--- config.mk ---
export PLATFORM = sky130hd
export DESIGN_NAME = lobm_alu
export DESIGN_NICKNAME = d
export VERILOG_FILES = /design/src/limit_order_book_matcher_assert.svh /design/src/lobm_pkg.sv /design/src/lobm_alu.sv
export SDC_FILE = /design/constraint.sdc
export NUM_CORES = 1
export LEC_CHECK = 0
export BUFFER_PORTS_ARGS = -buffer_cell sky130_fd_sc_hd__buf_2
export CAP_MARGIN = 10
export CELL_PAD_IN_SITES_DETAIL_PLACEMENT = 1
export CELL_PAD_IN_SITES_GLOBAL_PLACEMENT = 1
export CORE_AREA = 2 2 136 138
export DETAILED_ROUTE_END_ITERATION = 8
export DIE_AREA = 0 0 138 140
export PLACE_DENSITY = 0.89
export SYNTH_ARGS = -nofsm -noshare
export SYNTH_HDL_FRONTEND = slang
export SYNTH_SLANG_ARGS = --single-unit
export TNS_END_PERCENT = 10
--- constraint.sdc ---
create_clock -name vclk -period 9.38
set_clock_uncertainty 0.05 [all_clocks]
set_input_delay 0.938 -clock vclk [all_inputs]
set_output_delay 0.938 -clock vclk [all_outputs]
set_load 0.05 [all_outputs]
--- src/limit_order_book_matcher_assert.svh ---
// Assertion macros for the order book matcher.
// Used by the top level only; expects clk and arst_n in scope.
`ifndef LIMIT_ORDER_BOOK_MATCHER_ASSERT_SVH
`define LIMIT_ORDER_BOOK_MATCHER_ASSERT_SVH
// same-cycle implication
`define LOBM_ASSERT_SAME(lbl, ante, cons, msg) \
	lbl: assert property (@(posedge clk) disable iff (!arst_n) (ante) |-> (cons)) \
		else $error(msg);
// next-cycle implication
`define LOBM_ASSERT_NEXT(lbl, ante, cons, msg) \
	lbl: assert property (@(posedge clk) disable iff (!arst_n) (ante) |=> (cons)) \
		else $error(msg);
`endif

--- src/lobm_pkg.sv ---
// Shared types, sizes, codes and helper functions of the order book matcher.
// No dependencies; lobm_alu, lobm_book and the top level import it.
package lobm_pkg;

	localparam int LEVELS_PER_SIDE = 4;
	localparam int SLOTS_PER_LEVEL = 4;
	localparam int NLEV = 2 * LEVELS_PER_SIDE;
	localparam int NSLOT = NLEV * SLOTS_PER_LEVEL;
	localparam int MAX_RESULTS = 33;

	localparam int PRICE_W = 32;
	localparam int QTY_W = 48;
	localparam int ID_W = 32;
	localparam int IN_DATA_W = 112;
	localparam int OUT_DATA_W = 144;

	localparam int LVL_W = $clog2(NLEV);
	localparam int POS_W = (LEVELS_PER_SIDE > 1) ? $clog2(LEVELS_PER_SIDE) : 1;
	localparam int LCNT_W = $clog2(LEVELS_PER_SIDE + 1);
	localparam int SLOT_W = (SLOTS_PER_LEVEL > 1) ? $clog2(SLOTS_PER_LEVEL) : 1;
	localparam int SCNT_W = $clog2(SLOTS_PER_LEVEL + 1);
	localparam int SIDX_W = $clog2(NSLOT);
	localparam int FCNT_W = $clog2(MAX_RESULTS + 1);

	localparam logic [LVL_W-1:0] BID0 = LVL_W'(0);
	localparam logic [LVL_W-1:0] ASK0 = LVL_W'(LEVELS_PER_SIDE);

	typedef logic [PRICE_W-1:0] price_t;
	typedef logic [QTY_W-1:0] qty_t;
	typedef logic [ID_W-1:0] id_t;

	localparam logic [1:0] REQ_UPDATE = 2'd0;
	localparam logic [1:0] REQ_LIMIT = 2'd1;
	localparam logic [1:0] REQ_CLEAR = 2'd2;

	localparam logic [2:0] RES_FILL = 3'd0;
	localparam logic [2:0] RES_DONE = 3'd1;
	localparam logic [2:0] RES_RESTED = 3'd2;
	localparam logic [2:0] RES_DUP = 3'd3;
	localparam logic [2:0] RES_FULL = 3'd4;
	localparam logic [2:0] RES_BADID = 3'd5;

	typedef enum logic [3:0] {
		ST_IDLE, ST_START, ST_UPD, ST_M_TOP, ST_M_OUTER, ST_M_INNER, ST_M_BSTEP,
		ST_M_LEVEND, ST_DUP, ST_SWEEP, ST_FILL, ST_L_LEVEND, ST_REST, ST_PLACE, ST_FINAL
	} st_t;

	typedef enum logic [2:0] {
		BOP_NONE, BOP_CLEAR, BOP_LEV_REMOVE, BOP_LEV_INSERT, BOP_SLOT_AMT,
		BOP_SLOT_APPEND, BOP_SLOT_REMOVE
	} book_op_t;

	typedef struct packed {
		book_op_t op;
		logic side;
		logic [POS_W-1:0] pos;
		logic [LVL_W-1:0] lvl;
		logic [SLOT_W-1:0] slot;
		logic feed;
		price_t price;
		id_t owner;
		qty_t amt;
		logic wa_en;
		logic [LVL_W-1:0] wa_lvl;
		logic [SLOT_W-1:0] wa_slot;
		qty_t wa_amt;
	} book_cmd_t;

	function automatic logic [LVL_W-1:0] lvl_idx(input logic side, input int pos);
		return LVL_W'(int'(side) * LEVELS_PER_SIDE + pos);
	endfunction

	function automatic logic [SIDX_W-1:0] slot_idx(input logic [LVL_W-1:0] lv, input int k);
		return SIDX_W'(int'(lv) * SLOTS_PER_LEVEL + k);
	endfunction

	function automatic logic [LCNT_W-1:0] lev_count(input logic [NLEV-1:0] lu, input logic side);
		logic run;
		logic [LCNT_W-1:0] n;
		run = 1'b1;
		n = '0;
		for (int i = 0; i < LEVELS_PER_SIDE; i++) begin
			if (run && lu[int'(side) * LEVELS_PER_SIDE + i]) n = n + LCNT_W'(1);
			else run = 1'b0;
		end
		return n;
	endfunction

	function automatic logic [SCNT_W-1:0] slot_count(input logic [NSLOT-1:0] su,
		input logic [LVL_W-1:0] lv);
		logic run;
		logic [SCNT_W-1:0] n;
		run = 1'b1;
		n = '0;
		for (int k = 0; k < SLOTS_PER_LEVEL; k++) begin
			if (run && su[int'(lv) * SLOTS_PER_LEVEL + k]) n = n + SCNT_W'(1);
			else run = 1'b0;
		end
		return n;
	endfunction

endpackage

--- src/lobm_alu.sv ---
// Shared fill unit: minimum of two quantities and what remains of each.
// Depends on lobm_pkg.
module lobm_alu import lobm_pkg::*; (
	input  qty_t a,
	input  qty_t b,
	output qty_t mn,
	output qty_t a_rest,
	output qty_t b_rest
);

	assign mn = (a < b) ? a : b;
	assign a_rest = a - mn;
	assign b_rest = b - mn;

endmodule

==> summary.md <==
| Metric | Value |
|---|---|
| Status | `finished clean` |
| Power Dens Cells | `around 210 mW/mm^2` |
| Max VDD drop | `between 0.2 and 0.25 mV` |
| Total Power | `1.79 mW` |
| Cell Area, Synth | `0.00701 mm^2` |
| Crit path top cell by count | `a21oi_1` |
| Final setup viols | `0` |
| Synth Area in Simple Gates | `18.5%` |
| Die W | `138 um` |
| Post-Synth Adder-Cell Area | `25.8%` |
| Wirelength per Cell | `18.6 um` |
| Total die area | `0.0193 mm^2` |
| Synth area leaders | `ha_1 (25%), a21o_1 (11%), a21oi_1 (11%), xnor2_1 (7.1%), nor2_1 (6.2%)` |
| Clock buffers | `0` |
| CP Launch Point | `b[33]` |
| Synthesized area per cell | `6.68 um^2` |
| MaxCap Viol Count | `0` |
| P_leak | `4.53 nW` |
| Nets | `approximately 1500` |
| Area occupied by registers | `0 um^2` |
| Final period util | `between 90% and 100%` |
| Peak Freq | `118 MHz` |
| Slew margin rel. | `51.8%` |
| Vias/cell | `approximately 5.8` |
| CTS Hold Bufs | `0` |
| Type of origin of the critical path | `input port` |
| Crit path max fanout | `74` |
| WS Path Type | `input port to output pin` |
| Main combinational cell family by area after synthesis | `compound AO/OA/AOI/OAI gates` |
| FILL cells | `between 2000 and 2500` |
| DRC viols | `0` |
| Mux contribution to synthesized area | `0%` |
| Largest net degree at the start of global routing | `75` |
| Final weighted congestion in routability-driven placement | `0.925` |
| Pre-antenna DRT Iters | `4` |
| Initial DRC Count | `~330` |
| Diode count | `0` |
| RSZ-0062 raised after global routing | `no` |
| Crit path capture | `b_rest[46]` |
| All-Layer GR Usage | `26.9%` |
| Die height | `140 um` |
| I/O pins | `240` |
| Ys Warns | `0` |
| Starting Density | `39.4%` |
| Compound-gate portion of the synthesized area | `38.6%` |
| Fraction of synthesized cell area in xor and xnor cells | `11.1%` |
| # rows | `49` |
| Sum Neg Setup Slack | `0 ns` |
| Core Box Area | `approximately 0.018 mm^2` |
| Worst EP arrival | `7.47 ns` |
| Port bufs | `240` |
| HPWL after detailed placement | `24.4 mm` |
| Global-route wire length before repair | `44.0 mm` |
| Initial antenna violation count | `0` |
| # resized after CTS | `0` |
| Area leader, netlist | `ha_1` |
| Finished Layout Cells | `1480` |
| Total gr overflow | `0` |
| Setup crit end kind | `output pin` |
| Postcts setup bufs | `0` |
| Hold Path Class | `input port to output pin` |
| Final wirelength | `27.6 mm` |
| Fin. Hold Viols | `0` |
| Share of Yosys cell area claimed by the top area cell type | `25.2%` |
| Area Overhead vs Synth | `19.4%` |
| Highest-delay cell along the critical path | `a2111oi_0` |
| Max stage delay on crit path | `0.64 ns` |
| Gate Count Post-Synth | `about 1000` |
| Mapped Nets | `roughly 1300` |
| Seq/Total Area, Yosys | `0%` |
| Post-route ant nets | `0` |
| Min cycle time layout | `8.45 ns` |
| Vias in the first global route | `just under 9000` |
| Num sequential | `0` |
| Slew Limit Fails | `0` |
| Yosys cell types | `58` |
| Share of cells above drive strength 1 | `between 20% and 30%` |
| Placed insts | `1480` |
| WP data required | `8.39 ns` |
| Hold Worst Slack | `2.29 ns` |
| Worst Tran Pin Value | `0.704 ns` |
| Via count | `8637` |
## power breakdown
part / internal [mW] / total [mW] / switching [mW]
Clock: 0 / 0 / 0
Sequential: 0 / 0 / 0
Combinational: 0.478 / 1.79 / 1.31
Total: 0.478 / 1.79 / 1.31
## critical path: cells and delay by family
kind,cells,cell delay [ns]
AOI/OAI and AO/OA,15,3.65
xor gates and xnor gates,1,0.19
adders and majority gates,2,0.64
buffers and inverters,5,1.68
and+or+nand+nor,2,0.33
## layout by cell type, fill, tap and decap left out, types with 5 or more instances in the layout
cell type | synthesis | routed
buf_2 | 5 | 240
a21oi_1 | 152 | 151
ha_1 | 141 | 141
nor2_1 | 115 | 115
a21o_1 | 104 | 104
inv_1 | 72 | 72
nand2_1 | 63 | 63
o21ai_0 | 57 | 57
xnor2_1 | 57 | 57
xor2_1 | 32 | 32
nand4_1 | 28 | 28
o21bai_1 | 19 | 19
nand3_1 | 18 | 18
a31oi_1 | 17 | 17
nor2b_1 | 13 | 13
nand2b_1 | 12 | 12
a211oi_1 | 12 | 12
o21a_1 | 10 | 10
nor3_1 | 7 | 7
and4_1 | 5 | 5
o21ai_1 | 5 | 5
and3_1 | 5 | 5
a221oi_1 | 5 | 5
## layer usage
metal | GRT usage (%) | part of all wire, % | vias up
met5 | 0 | 0 | -
met4 | 7.63 | 3.2 | 0
met3 | 2.32 | 5.7 | 53
met2 | 50.2 | 49 | 280
met1 | 32.9 | 42 | 4046
li1 | - | - | 4258
## metrics by stage
| step | cell area, um^2 | utilization (%) | setup slack (ns) |
|---|---|---|---|
| final | 8360 | 47.0 | 0.925 |
| after global routing | 8360 | 47.0 | 0.384 |
| after CTS | 8360 | 47.0 | 0.884 |
| after detailed placement | 8360 | 47.0 | 0.918 |
| after global placement | 8360 | 47.0 | 1.07 |
| after floorplan | 7010 | - | 1.09 |
## Yosys cell counts (4+ instances only)
cell      count
ha_1        141
nand2b_1     12
nand4_1      28
o21bai_1     19
nand2_1      63
a221oi_1      5
o21ai_0      57
nor2b_1      13
and4_1        5
inv_1        72
a211oi_1     12
nor3_1        7
clkbuf_1     35
xor2_1       32
buf_2         5
a21oi_1     152
a21o_1      104
o211ai_1      4
o21a_1       10
nand3_1      18
a31oi_1      17
nor2_1      115
xnor2_1      57
and3_1        5
o21ai_1       5
## worst min-delay path by stage
stage	start	end	slack, ns	cells after the start
after floorplan	a[10]	mn[10]	2.13	1
after global routing	a[14]	mn[14]	2.32	3
after global placement	a[19]	mn[19]	2.29	3
after CTS	a[43]	mn[43]	2.30	3
final	a[47]	mn[47]	2.29	4
after detailed placement	a[43]	mn[43]	2.30	3
## final cells by class
cell class,instances,area [um^2],area share (%)
inverters,72,270,3.23
repair buffers,242,1220,14.5
well taps,229,287,3.43
multi-input cells,937,6590,78.8
## kinds of logic (layout without fill, tap and decap cells)
logic type	after synthesis	after routing
simple gates	280	280
buf+inv	112	314
fa+ha+maj	143	143
compound gates	425	425
xor+xnor	89	89
(Power assumes the default switching activity.)
